File: src/sv/tmrv_pkg.sv
// ============================================================================
// tmrv_pkg - shared types and constants of the mirror register voter
// Mode and repair codes, sequencer states and the vote result record.
// ============================================================================
package tmrv_pkg;

    localparam int ENTRY_COUNT_DEF = 8;
    localparam int HALF_BITS       = 16;
    localparam int WORD_BITS       = 2 * HALF_BITS;
    localparam int INDEX_BITS      = 5;
    localparam int MODE_BITS       = 3;
    localparam int REPAIR_BITS     = 2;

    localparam logic [MODE_BITS-1:0] MODE_READ       = 3'd0;
    localparam logic [MODE_BITS-1:0] MODE_WRITE      = 3'd1;
    localparam logic [MODE_BITS-1:0] MODE_CLEAR      = 3'd2;
    localparam logic [MODE_BITS-1:0] MODE_INJ_PLAIN  = 3'd3;
    localparam logic [MODE_BITS-1:0] MODE_INJ_MIRROR = 3'd4;

    localparam logic [REPAIR_BITS-1:0] REP_NONE   = 2'd0;
    localparam logic [REPAIR_BITS-1:0] REP_MIRROR = 2'd1;
    localparam logic [REPAIR_BITS-1:0] REP_PLAIN  = 2'd2;
    localparam logic [REPAIR_BITS-1:0] REP_BOTH   = 2'd3;

    typedef enum logic {
        ST_IDLE,
        ST_EXEC
    } state_t;

    typedef struct packed {
        logic [HALF_BITS-1:0]   data;
        logic [REPAIR_BITS-1:0] repair;
        logic                   fix_plain;
        logic                   fix_mirror;
    } vote_t;

endpackage

File: src/sv/tmrv_if.sv
// ============================================================================
// tmrv_if - request and response channels of the mirror register voter
// Valid/ready channels; a beat moves when valid and ready are both high.
// ============================================================================
interface tmrv_in_if;
    import tmrv_pkg::*;

    logic                  valid;
    logic                  ready;
    logic [MODE_BITS-1:0]  mode;
    logic [INDEX_BITS-1:0] index;
    logic [HALF_BITS-1:0]  value;
    logic [WORD_BITS-1:0]  raw_word;

    modport source (output valid, mode, index, value, raw_word, input ready);
    modport sink   (input valid, mode, index, value, raw_word, output ready);
endinterface

interface tmrv_out_if;
    import tmrv_pkg::*;

    logic                   valid;
    logic                   ready;
    logic [HALF_BITS-1:0]   read_data;
    logic [REPAIR_BITS-1:0] repair;
    logic                   index_valid;

    modport source (output valid, read_data, repair, index_valid, input ready);
    modport sink   (input valid, read_data, repair, index_valid, output ready);
endinterface

File: src/sv/triple_mirror_register_voter_core.sv
// ============================================================================
// triple_mirror_register_voter_core - scrubbing register file, triple copies
// Plain and mirror RAMs with per-entry valid bits, vote and write-back.
// ============================================================================
// Each request beat passes through ST_IDLE and ST_EXEC: in ST_IDLE it is
// accepted and both RAMs are read at the requested entry, and in ST_EXEC,
// once the output register is free or drained, the copies are voted, repairs
// or writes go back to the RAMs and the response is loaded into the output
// register. The single read port of each RAM and its registered read data set
// this order; no new beat is accepted before that response is loaded. Clear-all
// acts through per-entry valid bits; an entry whose bit is clear reads as zero.
module triple_mirror_register_voter_core #(
    parameter int ENTRY_COUNT = tmrv_pkg::ENTRY_COUNT_DEF
) (
    input  logic              clk,
    input  logic              rst_n,
    tmrv_in_if.sink           in_ch,
    tmrv_out_if.source        out_ch
);
    import tmrv_pkg::*;

    localparam int AW = (ENTRY_COUNT > 1) ? $clog2(ENTRY_COUNT) : 1;
    localparam logic [INDEX_BITS:0] COUNT = (INDEX_BITS + 1)'(ENTRY_COUNT);

    state_t state_reg;
    state_t state_next;

    logic [MODE_BITS-1:0]  mode_reg;
    logic [INDEX_BITS-1:0] index_reg;
    logic [HALF_BITS-1:0]  value_reg;
    logic [WORD_BITS-1:0]  raw_reg;

    logic [ENTRY_COUNT-1:0] plain_valid_reg;
    logic [ENTRY_COUNT-1:0] plain_valid_next;
    logic [ENTRY_COUNT-1:0] mirror_valid_reg;
    logic [ENTRY_COUNT-1:0] mirror_valid_next;

    logic                   out_valid_reg;
    logic                   out_valid_next;
    logic [HALF_BITS-1:0]   out_data_reg;
    logic [HALF_BITS-1:0]   out_data_next;
    logic [REPAIR_BITS-1:0] out_repair_reg;
    logic [REPAIR_BITS-1:0] out_repair_next;
    logic                   out_ok_reg;
    logic                   out_ok_next;

    logic                 accept;
    logic                 fire;
    logic                 ok;
    logic [AW-1:0]        addr;
    logic [HALF_BITS-1:0] plain_q;
    logic [WORD_BITS-1:0] mirror_q;
    logic [HALF_BITS-1:0] plain_cur;
    logic [WORD_BITS-1:0] mirror_cur;
    vote_t                vote;

    logic                 plain_we;
    logic [HALF_BITS-1:0] plain_wd;
    logic                 mirror_we;
    logic [WORD_BITS-1:0] mirror_wd;

    assign accept = in_ch.valid && in_ch.ready;
    assign fire   = (state_reg == ST_EXEC) && (!out_valid_reg || out_ch.ready);
    assign ok     = {1'b0, index_reg} < COUNT;
    assign addr   = index_reg[AW-1:0];

    // ---------------------------------------------------------------- sequencer
    always_comb
    begin
        state_next = state_reg;
        case (state_reg)
            ST_IDLE:
            begin
                if (accept)
                begin
                    state_next = ST_EXEC;
                end
            end
            ST_EXEC:
            begin
                if (fire)
                begin
                    state_next = ST_IDLE;
                end
            end
            default:
            begin
                state_next = ST_IDLE;
            end
        endcase
    end

    always_comb
    begin
        in_ch.ready = (state_reg == ST_IDLE);
    end

    always_ff @(posedge clk or negedge rst_n)
    begin
        if (!rst_n)
        begin
            state_reg <= ST_IDLE;
        end
        else
        begin
            state_reg <= state_next;
        end
    end

    always_ff @(posedge clk)
    begin
        if (accept)
        begin
            mode_reg  <= in_ch.mode;
            index_reg <= in_ch.index;
            value_reg <= in_ch.value;
            raw_reg   <= in_ch.raw_word;
        end
    end

    // ---------------------------------------------------------------- storage
    tmrv_ram #(
        .WIDTH (HALF_BITS),
        .DEPTH (ENTRY_COUNT)
    ) u_plain_ram (
        .clk   (clk),
        .we    (plain_we),
        .waddr (addr),
        .wdata (plain_wd),
        .re    (accept),
        .raddr (in_ch.index[AW-1:0]),
        .rdata (plain_q)
    );

    tmrv_ram #(
        .WIDTH (WORD_BITS),
        .DEPTH (ENTRY_COUNT)
    ) u_mirror_ram (
        .clk   (clk),
        .we    (mirror_we),
        .waddr (addr),
        .wdata (mirror_wd),
        .re    (accept),
        .raddr (in_ch.index[AW-1:0]),
        .rdata (mirror_q)
    );

    // never-written or cleared entries read as zero
    assign plain_cur  = (ok && plain_valid_reg[addr])  ? plain_q  : '0;
    assign mirror_cur = (ok && mirror_valid_reg[addr]) ? mirror_q : '0;

    tmrv_vote u_vote (
        .plain  (plain_cur),
        .mirror (mirror_cur),
        .vote   (vote)
    );

    // ---------------------------------------------------------------- write-back
    always_comb
    begin
        plain_we  = 1'b0;
        plain_wd  = value_reg;
        mirror_we = 1'b0;
        mirror_wd = {value_reg, value_reg};
        if (fire && ok)
        begin
            case (mode_reg)
                MODE_READ:
                begin
                    plain_we  = vote.fix_plain;
                    plain_wd  = vote.data;
                    mirror_we = vote.fix_mirror;
                    mirror_wd = {vote.data, vote.data};
                end
                MODE_WRITE:
                begin
                    plain_we  = 1'b1;
                    mirror_we = 1'b1;
                end
                MODE_INJ_PLAIN:
                begin
                    plain_we = 1'b1;
                end
                MODE_INJ_MIRROR:
                begin
                    mirror_we = 1'b1;
                    mirror_wd = raw_reg;
                end
                default:
                begin
                    plain_we  = 1'b0;
                    mirror_we = 1'b0;
                end
            endcase
        end
    end

    always_comb
    begin
        plain_valid_next  = plain_valid_reg;
        mirror_valid_next = mirror_valid_reg;
        if (fire && mode_reg == MODE_CLEAR)
        begin
            plain_valid_next  = '0;
            mirror_valid_next = '0;
        end
        else
        begin
            if (plain_we)
            begin
                plain_valid_next[addr] = 1'b1;
            end
            if (mirror_we)
            begin
                mirror_valid_next[addr] = 1'b1;
            end
        end
    end

    always_ff @(posedge clk or negedge rst_n)
    begin
        if (!rst_n)
        begin
            plain_valid_reg  <= '0;
            mirror_valid_reg <= '0;
        end
        else
        begin
            plain_valid_reg  <= plain_valid_next;
            mirror_valid_reg <= mirror_valid_next;
        end
    end

    // ---------------------------------------------------------------- response
    always_comb
    begin
        out_valid_next  = out_valid_reg;
        out_data_next   = out_data_reg;
        out_repair_next = out_repair_reg;
        out_ok_next     = out_ok_reg;
        if (out_valid_reg && out_ch.ready)
        begin
            out_valid_next = 1'b0;
        end
        if (fire)
        begin
            out_valid_next  = 1'b1;
            out_ok_next     = ok;
            out_data_next   = '0;
            out_repair_next = REP_NONE;
            if (ok && mode_reg == MODE_READ)
            begin
                out_data_next   = vote.data;
                out_repair_next = vote.repair;
            end
        end
    end

    always_ff @(posedge clk or negedge rst_n)
    begin
        if (!rst_n)
        begin
            out_valid_reg <= 1'b0;
        end
        else
        begin
            out_valid_reg <= out_valid_next;
        end
    end

    always_ff @(posedge clk)
    begin
        out_data_reg   <= out_data_next;
        out_repair_reg <= out_repair_next;
        out_ok_reg     <= out_ok_next;
    end

    assign out_ch.valid       = out_valid_reg;
    assign out_ch.read_data   = out_data_reg;
    assign out_ch.repair      = out_repair_reg;
    assign out_ch.index_valid = out_ok_reg;

endmodule

File: src/sv/tmrv_ram.sv
// ============================================================================
// tmrv_ram - generic single-write, single-read synchronous RAM
// Registered read data; the output holds while no read is issued.
// ============================================================================
module tmrv_ram #(
    parameter int WIDTH = 16,
    parameter int DEPTH = 8,
    localparam int AW   = (DEPTH > 1) ? $clog2(DEPTH) : 1
) (
    input  logic             clk,
    input  logic             we,
    input  logic [AW-1:0]    waddr,
    input  logic [WIDTH-1:0] wdata,
    input  logic             re,
    input  logic [AW-1:0]    raddr,
    output logic [WIDTH-1:0] rdata
);

    logic [WIDTH-1:0] mem [DEPTH];
    logic [WIDTH-1:0] rdata_reg;

    always_ff @(posedge clk)
    begin
        if (we)
        begin
            mem[waddr] <= wdata;
        end
        if (re)
        begin
            rdata_reg <= mem[raddr];
        end
    end

    assign rdata = rdata_reg;

endmodule

File: src/sv/tmrv_vote.sv
// ============================================================================
// tmrv_vote - majority vote over the three copies of one entry
// Picks the winning value and flags which copies need a rewrite.
// ============================================================================
module tmrv_vote (
    input  logic [tmrv_pkg::HALF_BITS-1:0] plain,
    input  logic [tmrv_pkg::WORD_BITS-1:0] mirror,
    output tmrv_pkg::vote_t                vote
);
    import tmrv_pkg::*;

    logic [HALF_BITS-1:0] lo;
    logic [HALF_BITS-1:0] hi;

    assign lo = mirror[HALF_BITS-1:0];
    assign hi = mirror[WORD_BITS-1:HALF_BITS];

    always_comb
    begin
        vote.data       = plain;
        vote.repair     = REP_NONE;
        vote.fix_plain  = 1'b0;
        vote.fix_mirror = 1'b0;
        if (hi == lo && lo == plain)
        begin
            vote.repair = REP_NONE;
        end
        else if (plain == lo || plain == hi)
        begin
            vote.repair     = REP_MIRROR;
            vote.fix_mirror = 1'b1;
        end
        else if (lo == hi)
        begin
            vote.data      = lo;
            vote.repair    = REP_PLAIN;
            vote.fix_plain = 1'b1;
        end
        else
        begin
            // no two copies agree: the smaller half wins
            vote.data       = (hi > lo) ? lo : hi;
            vote.repair     = REP_BOTH;
            vote.fix_plain  = 1'b1;
            vote.fix_mirror = 1'b1;
        end
    end

endmodule

File: src/flat_wrapper.sv
// flat-port wrapper written by rule: the top's interface ports become plain ports
module triple_mirror_register_voter_core_flat import tmrv_pkg::*;
#(
    parameter int ENTRY_COUNT = tmrv_pkg::ENTRY_COUNT_DEF
)
  (clk, rst_n, in_ch_valid, in_ch_mode, in_ch_index, in_ch_value, in_ch_raw_word, in_ch_ready, out_ch_valid, out_ch_read_data, out_ch_repair, out_ch_index_valid, out_ch_ready);
  tmrv_in_if in_ch_i ();
  tmrv_out_if out_ch_i ();
  input  logic clk;
  input  logic rst_n;
  input wire logic [$bits(in_ch_i.valid)-1:0] in_ch_valid;
  input wire logic [$bits(in_ch_i.mode)-1:0] in_ch_mode;
  input wire logic [$bits(in_ch_i.index)-1:0] in_ch_index;
  input wire logic [$bits(in_ch_i.value)-1:0] in_ch_value;
  input wire logic [$bits(in_ch_i.raw_word)-1:0] in_ch_raw_word;
  output wire logic [$bits(in_ch_i.ready)-1:0] in_ch_ready;
  output wire logic [$bits(out_ch_i.valid)-1:0] out_ch_valid;
  output wire logic [$bits(out_ch_i.read_data)-1:0] out_ch_read_data;
  output wire logic [$bits(out_ch_i.repair)-1:0] out_ch_repair;
  output wire logic [$bits(out_ch_i.index_valid)-1:0] out_ch_index_valid;
  input wire logic [$bits(out_ch_i.ready)-1:0] out_ch_ready;
  assign in_ch_i.valid = in_ch_valid;
  assign in_ch_i.mode = in_ch_mode;
  assign in_ch_i.index = in_ch_index;
  assign in_ch_i.value = in_ch_value;
  assign in_ch_i.raw_word = in_ch_raw_word;
  assign in_ch_ready = in_ch_i.ready;
  assign out_ch_valid = out_ch_i.valid;
  assign out_ch_read_data = out_ch_i.read_data;
  assign out_ch_repair = out_ch_i.repair;
  assign out_ch_index_valid = out_ch_i.index_valid;
  assign out_ch_i.ready = out_ch_ready;
  triple_mirror_register_voter_core #(.ENTRY_COUNT(ENTRY_COUNT)) u_core (.clk(clk), .rst_n(rst_n), .in_ch(in_ch_i), .out_ch(out_ch_i));
endmodule
File: config.mk
export PLATFORM = sky130hd
export DESIGN_NAME = triple_mirror_register_voter_core_flat
export DESIGN_NICKNAME = d
export VERILOG_FILES = /design/src/sv/tmrv_pkg.sv /design/src/sv/tmrv_if.sv /design/src/sv/triple_mirror_register_voter_core.sv /design/src/sv/tmrv_ram.sv /design/src/sv/tmrv_vote.sv /design/src/flat_wrapper.sv
export SDC_FILE = /design/constraint.sdc
export NUM_CORES = 1
export LEC_CHECK = 0
export BUFFER_PORTS_ARGS = -buffer_cell sky130_fd_sc_hd__buf_2
export CORE_MARGIN = 2
export CORE_UTILIZATION = 38
export CTS_CLUSTER_DIAMETER = 50
export DETAILED_ROUTE_END_ITERATION = 6
export HOLD_SLACK_MARGIN = 0.08
export PLACE_DENSITY_LB_ADDON = 0.08
export SYNTH_ARGS = -nofsm -noshare
export SYNTH_HDL_FRONTEND = slang
export SYNTH_SLANG_ARGS = --single-unit
File: constraint.sdc
create_clock -name clk -period 6.71 [get_ports clk]
set_clock_uncertainty 0.1 [all_clocks]
set_input_delay 1.0065 -clock clk [delete_from_list [all_inputs] [get_ports clk]]
set_output_delay 1.0065 -clock clk [all_outputs]
set_load 0.01 [all_outputs]
* Word level (Yosys, flattened, before mapping)
Memories as Yosys holds them, arrays and structs flattened. A register that Yosys moved wholly into a read port is not among the register bits.
Cells that the tools add are included.
** Storage, ports and cells
- Bits in writable memories :: 384
- Register bits after elaboration :: 93
- Output and inout bits :: 21
- Word-level logic and storage cells :: 90
- Input port bits :: 60
- Memories kept :: 2
** Memories
- u_core.u_mirror_ram.mem :: words 8, width 32, rd ports 1, clocked after memory_dff 1, write ports 1, RTL line tmrv_ram.sv:19 : logic [WIDTH-1:0] mem [DEPTH];
- u_core.u_plain_ram.mem :: words 8, width 16, rd ports 1, clocked after memory_dff 1, write ports 1, RTL line tmrv_ram.sv:19
** Cells by class
- Reduce and logical (&&, ||, !) cells :: 21
- Order comparisons :: 4
- Bitwise logic cells :: 4
- Equal/unequal tests :: 9
- Muxes and demuxes :: 38
** Operators with widths (number)
- $mux 16 :: 6
- $eq 16x16->1 :: 5
- $mux 32 :: 2
- $pmux 32 s2 :: 1
- $mux 8 :: 4
- $mux 19 :: 1
- $mux 1 :: 17
- $gt 16x16->1 :: 1
- $or 8x8->8 :: 2
- $logic_and 1x1->1 :: 10
- $bmux 1 s3 :: 2
- $eq 3x2->1 const B :: 2
- $pmux 1 s2 :: 3
- $reduce_bool 2->1 :: 3
- $reduce_or 2->1 :: 3
- $lt 5x4->1 const B :: 1
- $lt 3x4->1 const B :: 1
- $demux 1 s3 :: 1
- $eq 3x1->1 const B :: 1
- $eq 3x3->1 const B :: 1
- $ge 3x1->1 const B :: 1
- $logic_not 3->1 :: 1
- $reduce_or 3->1 :: 1
- $logic_or 1x1->1 :: 2
- 3 further kinds :: 4

* Longest topological paths before layout
Gate-level depths: netlist (run 1).
- Depth in word-level cells :: 13
- Depth in mapped cells :: 22
- Gate-level depth less buffers :: 15

* Modules after synthesis
From an unflattened synthesis (run 1), not the netlist that was laid out.
** Second synthesis, totals
- Cell total of the unflattened synthesis :: 1180
- Area total of the unflattened synthesis :: 21976.1 sq um
** Modules (own cells, without submodules)
- tmrv_ram at u_core.u_mirror_ram :: seq. area each 8648.3 sq um, cells an instance 415, times used 1, area an instance 10786.6 sq um
- tmrv_ram at u_core.u_plain_ram :: seq. area each 4324.1 sq um, cells an instance 214, times used 1, area an instance 5454.0 sq um
- triple_mirror_register_voter_core :: seq. area each 2702.6 sq um, cells an instance 353, times used 1, area an instance 4325.4 sq um
- tmrv_vote :: seq. area each 0.0 sq um, cells an instance 198, times used 1, area an instance 1410.1 sq um

* Least setup slack after synthesis (run 1)
OpenSTA, ideal clock, no wires.
- Path type :: register to register
- From :: reg u_core.index_reg[1]
- To :: mem u_core.u_mirror_ram.mem[0][0] (netlist name), enable pin
- Slack :: 0.212 ns
- Path buffers :: 6
- Data arrival time :: 5.897 ns
- Cell stages (with the launch flop) :: 18
- Library setup time :: 0.501 ns
- Required time :: 6.109 ns
- Clock period less this slack :: 6.498 ns
- Path through :: edfxtp_1 buf_6 buf_2 a211o_1 and3_1 buf_4 buf_4 buf_2 buf_1 nand2_1 inv_1 ha_1 nand3_1 nor3_1 nand3_1 inv_1 and3_1 nor4_1
** Between the ends
- Cells in the longest elaborated chain, start to end :: 12
- Elaborated cells on any way between the ends :: 24
- Classes of those cells :: order compare: 1; eq/ne: 5; mux: 13; reduce/logical: 5
** RTL lines
- from (decl) :: RTL line triple_mirror_register_voter_core.sv:29 : logic [INDEX_BITS-1:0] index_reg;
- from (signal assigned) :: RTL line triple_mirror_register_voter_core.sv:115 : index_reg <= in_ch.index;
- $bmux 1 s3 (on tied branches) :: RTL line triple_mirror_register_voter_core.sv:150, triple_mirror_register_voter_core.sv:149
- $mux 1 (on tied branches) :: RTL line triple_mirror_register_voter_core.sv:150, triple_mirror_register_voter_core.sv:149
- $logic_and 1x1->1 (on tied branches) :: RTL line triple_mirror_register_voter_core.sv:150, triple_mirror_register_voter_core.sv:149
- $mux 32 / $mux 16 (equally long branches) :: RTL line triple_mirror_register_voter_core.sv:150, triple_mirror_register_voter_core.sv:149
- $eq 16x16->1 (on tied branches) :: RTL line tmrv_vote.sv:24, tmrv_vote.sv:33, tmrv_vote.sv:28
- $mux 1 / $logic_or 1x1->1 (equally long branches) :: RTL line tmrv_vote.sv:33, tmrv_vote.sv:28
- $mux 1 :: RTL line tmrv_vote.sv:28 : else if (plain == lo || plain == hi)
- $mux 2 :: RTL line tmrv_vote.sv:24 : if (hi == lo && lo == plain)
- $pmux 1 s2 :: RTL line triple_mirror_register_voter_core.sv:167 : case (mode_reg)
- $mux 1 :: RTL line triple_mirror_register_voter_core.sv:165 : if (fire && ok)
- $mux 1 :: RTL line tmrv_ram.sv:24 : if (we)
- $mux 1 (implied by the code) :: RTL line tmrv_ram.sv:26 : mem[waddr] <= wdata;
- to (decl) :: RTL line tmrv_ram.sv:19
Several ways; a longest one is shown, not always the timed one. The select of a mux whose other input is x is not followed.

* Worst setup path after layout (run 1)
- From :: reg u_core.index_reg[2]
- To :: mem u_core.u_mirror_ram.mem[0][9] (netlist name), data pin
** Between the ends
- Cells in the longest elaborated chain, start to end :: 11
- Elaborated cells on any way between the ends :: 24
- Classes of those cells :: order compare: 2; eq/ne: 5; mux: 12; reduce/logical: 5
** RTL lines
- $bmux 1 s3 :: RTL line triple_mirror_register_voter_core.sv:150 : assign mirror_cur = (ok && mirror_valid_reg[addr]) ? mirror_q : '0;
- $mux 1 (implied by the code) :: RTL line triple_mirror_register_voter_core.sv:150
- $logic_and 1x1->1 :: RTL line triple_mirror_register_voter_core.sv:150
- $mux 32 :: RTL line triple_mirror_register_voter_core.sv:150
- $gt 16x16->1 :: RTL line tmrv_vote.sv:42 : vote.data = (hi > lo) ? lo : hi;
- $mux 16 :: RTL line tmrv_vote.sv:42
- $mux 19 :: RTL line tmrv_vote.sv:33 : else if (lo == hi)
- $mux 16 :: RTL line tmrv_vote.sv:28
- $mux 16 :: RTL line tmrv_vote.sv:24
- $pmux 32 s2 :: RTL line triple_mirror_register_voter_core.sv:167
- $mux 32 * :: RTL line triple_mirror_register_voter_core.sv:165
- net u_core.mirror_wd[9] :: RTL line triple_mirror_register_voter_core.sv:60 : logic [WORD_BITS-1:0] mirror_wd;
The timed path passes the listed nets; every way through them passes the cells marked *. The select of a mux whose other input is x is not followed.

==> metrics.yaml, run 1 <==
synth_edf_count: 507
yosys_most_used_dff: "edfxtp_1"
fin_nets: 1514
slew_violations: 0
synth_top_cell_area_share_pct: 68.1
top_register: "u_core.u_mirror_ram.mem"
die-area_um2: 60800
ys_ff_latch: 525
slew_headroom_pct: 28.3
period_share_pct: 91.5
drtPass1Iterations: 5
required_ps: 6940
cp_cell_sequence: "nand2b_1 > a211o_1 > and3_2 > buf_4 > nand2_1 > ha_1 > a2111oi_0 > a21oi_1 > or3_1 > o21ai_0 > a41oi_1 > a21oi_1"
placement_rows: 88
ys_types: 67
ys_seq_area_share_pct: 70.1
hold_violations: 0
ir_drop_mv: 0.204
status: "completed"
place.gp.congestion: 0.831
drive_gt1_share_pct: 26.7
layout_commonest_cell: "edfxtp_1"
grt_max_degree: 58
syn_nets: 1427
reg_top3: "u_core.u_mirror_ram.mem: 256 flops, u_core.u_plain_ram.mem: 128 flops"
finalSetupTns_ps: 0
diodes: 0
max_freq_mhz: 163
grt_setup_unrepaired: "false"
synthTopCellsByArea: "edfxtp_1, mux4_2, mux2_2"
dp_hpwl_um: 38100
async_flop_share_pct: 3.43
power.total_mw: 7.73
tritoncts: "done"
cts_setup_buffers: 0
core_area_um2: 57900
num_vias: 12600
min_period_ps: 6140
endpoint_kind: "flop"
multi_input_area_um2: 6230
p_leak_nw: 8.53
start_kind: "flop"
crit_fanout: 35
setup_viol: 0
area.growth.synth_to_final_pct: 14.8
netlist_area_um2: 22300
synthCells: 1351
grt_pass1_wl_um: 89600
syn_area_per_cell_um2: 16.5
grt_overflow_total: 0
arrival_ps: 6370
reg2reg_setup_slack_ps: 570
portBuffers: 80
start_util_pct: 38.6
drtIter0Drc: 1206
cpPeakStageDelay_ps: 720
ctsHtreeMaxLevel: 2
grt_use_total_pct: 20.4
cts_made_buffers: 59
clk_pin_slew_ps: 60
synth_warnings: 0
ctsHoldBuffers: 0
maxCapViolations: 0
crit_top_cell: "a21oi_1"
clock_latency_ps: 610
nFillCells: 5131
cts_max_path_buffers: 3
hold_slack_ps: 271
wirelength_um: 61000
die_w_um: 247
ant_nets: 0
ctsResizeCount: 0
cp_slowest_cell: "and3_2"
ioPinCount: 81
grt_pass1_vias: 12700
antenna_found_initial: 2
tightest_slew_ps: 1080
hp-class: "input pin to async pin"
criticalPathCategory: "flop to flop"
ff_latch_area_um2: 15700
most-common-layout-cells: "edfxtp_1, nand2_1, mux4_2"
drc: 0
cts-root-buf: "clkbuf_16"
largest_reg_flops: 256
avgRoutedWirePerCell_um: 27.1
p_per_area_nw_per_um2: 301
die_h_um: 247
vias_per_cell: 5.60
clock-sinks: 525
synth_top_cell_by_area: "edfxtp_1"
-- cell families (layout without fill, tap and decap cells) --
family | Yosys count | after routing | share of synthesized area, %
AOI/OAI and AO/OA | 218 | 218 | 6.83
xor gates and xnor gates | 16 | 16 | 0.627
adders and majority gates | 16 | 16 | 0.896
buffers and inverters | 119 | 256 | 2.35
DFF | 525 | 525 | 70.1
muxes | 167 | 167 | 13.1
and+or+nand+nor | 290 | 290 | 6.01
-- metrics by stage --
step	std cells	util [%]	worst slack [ps]	instance area, um^2
finish	2253	44.3	573	25700
global route	2253	44.3	124	25700
CTS	2253	44.3	665	25700
detailed placement	2142	40.9	700	23700
global placement	2142	40.9	728	23700
floorplan	1351	-	212	22300
-- path summary, 6_finish.rpt --
path	start	cells past startpoint	to
max	u_core.index_reg[2]	12	u_core.u_mirror_ram.mem[0][9]
min in group clk	u_core.mirror_valid_reg[1]	2	u_core.mirror_valid_reg[1]
max reg2reg	u_core.index_reg[2]	12	u_core.u_mirror_ram.mem[0][9]
min reg2reg	u_core.mirror_valid_reg[1]	2	u_core.mirror_valid_reg[1]
max in group asynchronous	rst_n	1	u_core.mirror_valid_reg[4]
min	rst_n	1	u_core.state_reg
-- metal layers --
layer  up-vias  global-route usage (%)  part of all wire [%]
met5         -                       0                     0
met2       364                    31.6                    46
met4         0                    4.18                   1.5
met1      6627                    30.7                    48
met3        61                    2.91                   4.8
li1       5565                       -                     -
-- power by group --
part	switching, mW	total [mW]	internal, mW	leakage, nW
clock network	1.32	3.22	1.90	0.965
logic	0.441	0.673	0.232	2.70
registers	0.109	3.84	3.73	4.87
-- synthesized netlist by cell type (all sizes together) (2+ instances only) --
| cell | instances |
|---|---|
| a211o | 2 |
| o21a | 2 |
| o22a | 10 |
| nand4bb | 2 |
| a21oi | 34 |
| mux4 | 96 |
| clkbuf | 62 |
| o22ai | 16 |
| a311oi | 12 |
| nor4 | 2 |
| nor2b | 5 |
| a32oi | 12 |
| o21ai | 60 |
| o211ai | 4 |
| mux2 | 49 |
| inv | 23 |
| nand3b | 15 |
| o2111ai | 12 |
| xnor2 | 16 |
| ha | 16 |
| nand2b | 4 |
| and2 | 3 |
| buf | 34 |
| dfrtp | 18 |
| nand4 | 3 |
| a31oi | 29 |
| or2 | 3 |
| nand2 | 126 |
| nand3 | 34 |
| a2111o | 2 |
| nor2 | 67 |
| o31ai | 2 |
| or3 | 5 |
| nor3 | 6 |
| and3 | 12 |
| a22oi | 8 |
| mux2i | 22 |
| edfxtp | 507 |
| a41oi | 4 |
| a2111oi | 3 |
-- cell type report --
| type | count | share of cell area (%) |
|---|---|---|
| Inverter | 23 | 0.336 |
| Clock buffer | 70 | 6.04 |
| Clock inverter | 41 | 1.64 |
| Timing Repair Buffer | 122 | 2.87 |
| Sequential cell | 525 | 61.1 |
| Tap cell | 765 | 3.73 |
| Multi-Input combinational cell | 707 | 24.3 |
-- worst max-delay path, delay by kind of cell, from the launching register on --
family / cells / cell delay [ps]
flops: 1 / 540
fa+ha+maj: 1 / 340
simple gates: 4 / 1960
buf+inv: 1 / 290
compound gates: 6 / 2610
Power figures use the tool's default switching activity.
==> run 2, diff against run 1 <==
ABC_AREA = 1   (was default)
==> run 2 against run 1 <==
Die area is essentially flat. Via count grew 17%. Clock power grew 7.8%. Combinational power grew 18%. Routed wire length grew 2.8%. Sequential power is essentially flat. Clock-buffer cell count grew 16. Cell count grew 27%. Critical endpoint is now u_core.u_plain_ram.mem[6][13]. Sequential share of layout area shrank 0.12 points. Critical path depth grew 11.
==> metrics.yaml, run 2 <==
ctsHoldBuffers: 0  # unchanged
required_ps: 6820  # -120 ps
clk_pin_slew_ps: 50  # about the same
multi_input_area_um2: 5840  # -6.4%
antenna_found_initial: 0  # -2
grt_pass1_wl_um: 93000  # +3.9%
endpoint_kind: "flop"
largest_reg_flops: 256  # unchanged
ctsResizeCount: 0  # unchanged
wirelength_um: 62700  # +2.8%
maxCapViolations: 0  # unchanged
place.gp.congestion: 0.869  # +4.6%
grt_setup_unrepaired: "false"
yosys-top-cells-count: "edfxtp_1, nor2_1, nand2_1"
cp_slowest_cell: "o21ai_0"
ant_nets: 0  # unchanged
drtIter0Drc: 1223  # +1.4%
ioPinCount: 81  # unchanged
layout_setup_ws_ps: 1400  # +826 ps
start_util_pct: 38.6  # about the same
avgRoutedWirePerCell_um: 22.0  # -19%
reg_top3: "u_core.u_mirror_ram.mem: 256 flops, u_core.u_plain_ram.mem: 128 flops"
async_flop_share_pct: 3.43  # unchanged
layout_commonest_cell: "edfxtp_1"
ctsHtreeMaxLevel: 3  # +1
dp_hpwl_um: 38100  # +0.11%
fin_nets: 2115  # +40%
r2r_start: "u_core.index_reg[0]"
vias_per_cell: 5.19  # -7.3%
die-area_um2: 60700  # about the same
crit_top_cell: "nand2_1"
period_share_pct: 79.2  # -12 points
max_freq_mhz: 188  # +16%
ys_ff_latch: 525  # unchanged
yosysMostFrequentCell: "edfxtp_1"
cts_made_buffers: 66  # +12%
dp_cells: 2736  # +28%
clock_latency_ps: 610  # about the same
status: "completed"
ir_drop_mv: 0.179  # -12%
start_kind: "flop"
diodes: 0  # unchanged
grt_pass1_vias: 14500  # +14%
p_per_area_nw_per_um2: 315  # +4.5%
grt_overflow_total: 0  # unchanged
most-common-layout-cells: "edfxtp_1, nor2_1, nand2_1"
grt_use_total_pct: 20.9  # +0.46 points
cts_setup_buffers: 0  # unchanged
num_vias: 14800  # +17%
arrival_ps: 5420  # -950 ps
synth_top_cell_area_share_pct: 68.2  # about the same
crit_fanout: 26  # -26%
slew_headroom_pct: 14.1  # -14 points
tightest_slew_ps: 1270  # +200 ps
yosys_most_used_dff: "edfxtp_1"
ff_latch_area_um2: 15700  # unchanged
synth_warnings: 0  # unchanged
instances_no_fill: 2855  # +27%
tritoncts: "done"
cts_max_path_buffers: 3  # unchanged
grt_max_degree: 110  # +90%
clock-sinks: 525  # unchanged
cts-root-buf: "clkbuf_16"
synth_edf_count: 507  # unchanged
min_period_ps: 5310  # -826 ps
cpPeakStageDelay_ps: 1030  # +310 ps
core_area_um2: 57900  # unchanged
top_register: "u_core.u_mirror_ram.mem"
cp_cell_sequence: "inv_2 > nand4_1 > nand2_1 > nor2_2 > nand2_4 > nand2_4 > nor2_1 > inv_1 > ha_1 > nand2_1 > inv_1 > nand3_1 > nor2_1 > and2_1 > nor3b_1 > nand3_1 > buf_4 > nand2_1 > o21ai_0 > nand3b_1 > nand2_1 > nand2_1 > o21ai_0"
nFillCells: 5439  # +6.0%
slew_violations: 0  # unchanged
area.growth.synth_to_final_pct: 15.1
p_leak_nw: 9.63  # +13%
die_w_um: 246  # about the same
ys_seq_area_share_pct: 70.2  # about the same
finalSetupTns_ps: 0  # unchanged
critPathLaunch: "u_core.index_reg[0]"
hold_violations: 0  # unchanged
synth_top_cell_by_area: "edfxtp_1"
placement_rows: 88  # unchanged
hp-class: "input pin to async pin"
netlist_area_um2: 22300  # about the same
criticalPathCategory: "flop to flop"
synthCells: 1965  # +45%
dp_slack_ps: 1490  # +786 ps
syn_nets: 2041  # +43%
ys_types: 36  # -46%
die_h_um: 246  # about the same
synthTopCellsByArea: "edfxtp_1, nor2_1, nand2_1"
drive_gt1_share_pct: 12.8  # -14 points
postLayoutCoreUtil_pct: 44.4  # +0.084 points
drtPass1Iterations: 5  # unchanged
drc: 0  # unchanged
syn_area_per_cell_um2: 11.4  # -31%
portBuffers: 80  # unchanged
setup_viol: 0  # unchanged
[run 2: changes by cell type after synthesis, moves of 48 or more]
cell and change:
inv_1 +84, nand2_1 +174, nor2_1 +325, o21ai_0 +183, mux4_2 -96, mux2_2 -48
[run 2: kinds of logic (layout without fill, tap and decap cells)]
group                    count (synthesis)  after routing  share of synthesized area (%)
AND/OR/NAND/NOR                        835            835                           15.8
flip-flops                             525            525                           70.2
AO/OA/AOI/OAI                          352            352                           8.54
buffers and inverters                  222            347                           4.02
adder cells (fa/ha/maj)                 16             16                          0.896
XOR/XNOR                                15             15                          0.588
[run 2: power breakdown]
| group | switching, mW | internal, mW |
|---|---|---|
| clock | 1.35 | 2.12 |
| combinational | 0.588 | 0.206 |
| sequential | 0.0699 | 3.76 |
[run 2: path summary, 6_finish.rpt]
path                                                  to  slack [ps]  cells past startpoint
max in group asynchronous     u_core.mirror_valid_reg[5]        5900                      1
setup reg to reg           u_core.u_plain_ram.mem[6][13]        1400                     23
setup / recovery           u_core.u_plain_ram.mem[6][13]        1400                     23
hold reg to reg               u_core.mirror_valid_reg[5]         390                      2
min in group clk              u_core.mirror_valid_reg[5]         390                      2
hold / removal                          u_core.state_reg         280                      1
[run 2: worst max-delay path, delay by kind of cell (launching register included)]
family / cells / cell delay [ps]
flip-flops: 1 / 610
AND/OR/NAND/NOR: 16 / 2130
adder cells (fa/ha/maj): 1 / 310
AO/OA/AOI/OAI: 2 / 1110
buffers and inverters: 4 / 640
[run 2: area by class of cell]
type,instances,area share [%]
flip-flops and latches,525,61.0
multi-input cells,1218,22.7
clock buffers,86,7.13
well taps,765,3.72
repair buffers,108,2.51
inverters,120,1.78
clock inverters,33,1.19
[run 2: metrics by stage]
stage                     power (mW)  hold slack (ps)  cell area (um^2)
after floorplan                 4.40              369             22300
after global placement          4.70              384             23600
after detailed placement        4.70              389             23600
after CTS                       8.18              259             25700
after global routing            8.40              282             25700
final                           8.10              276             25700
[run 2: per-layer routing]
metal / global-route usage (%) / up-vias / wire length [um] / share of wire [%]
met5: 0 / - / 0 / 0
met2: 31.7 / 341 / 27800 / 44
li1: - / 7026 / - / -
met4: 5.78 / 0 / 1400 / 2.2
met3: 4.00 / 96 / 3240 / 5.2
met1: 30.5 / 7355 / 30300 / 48
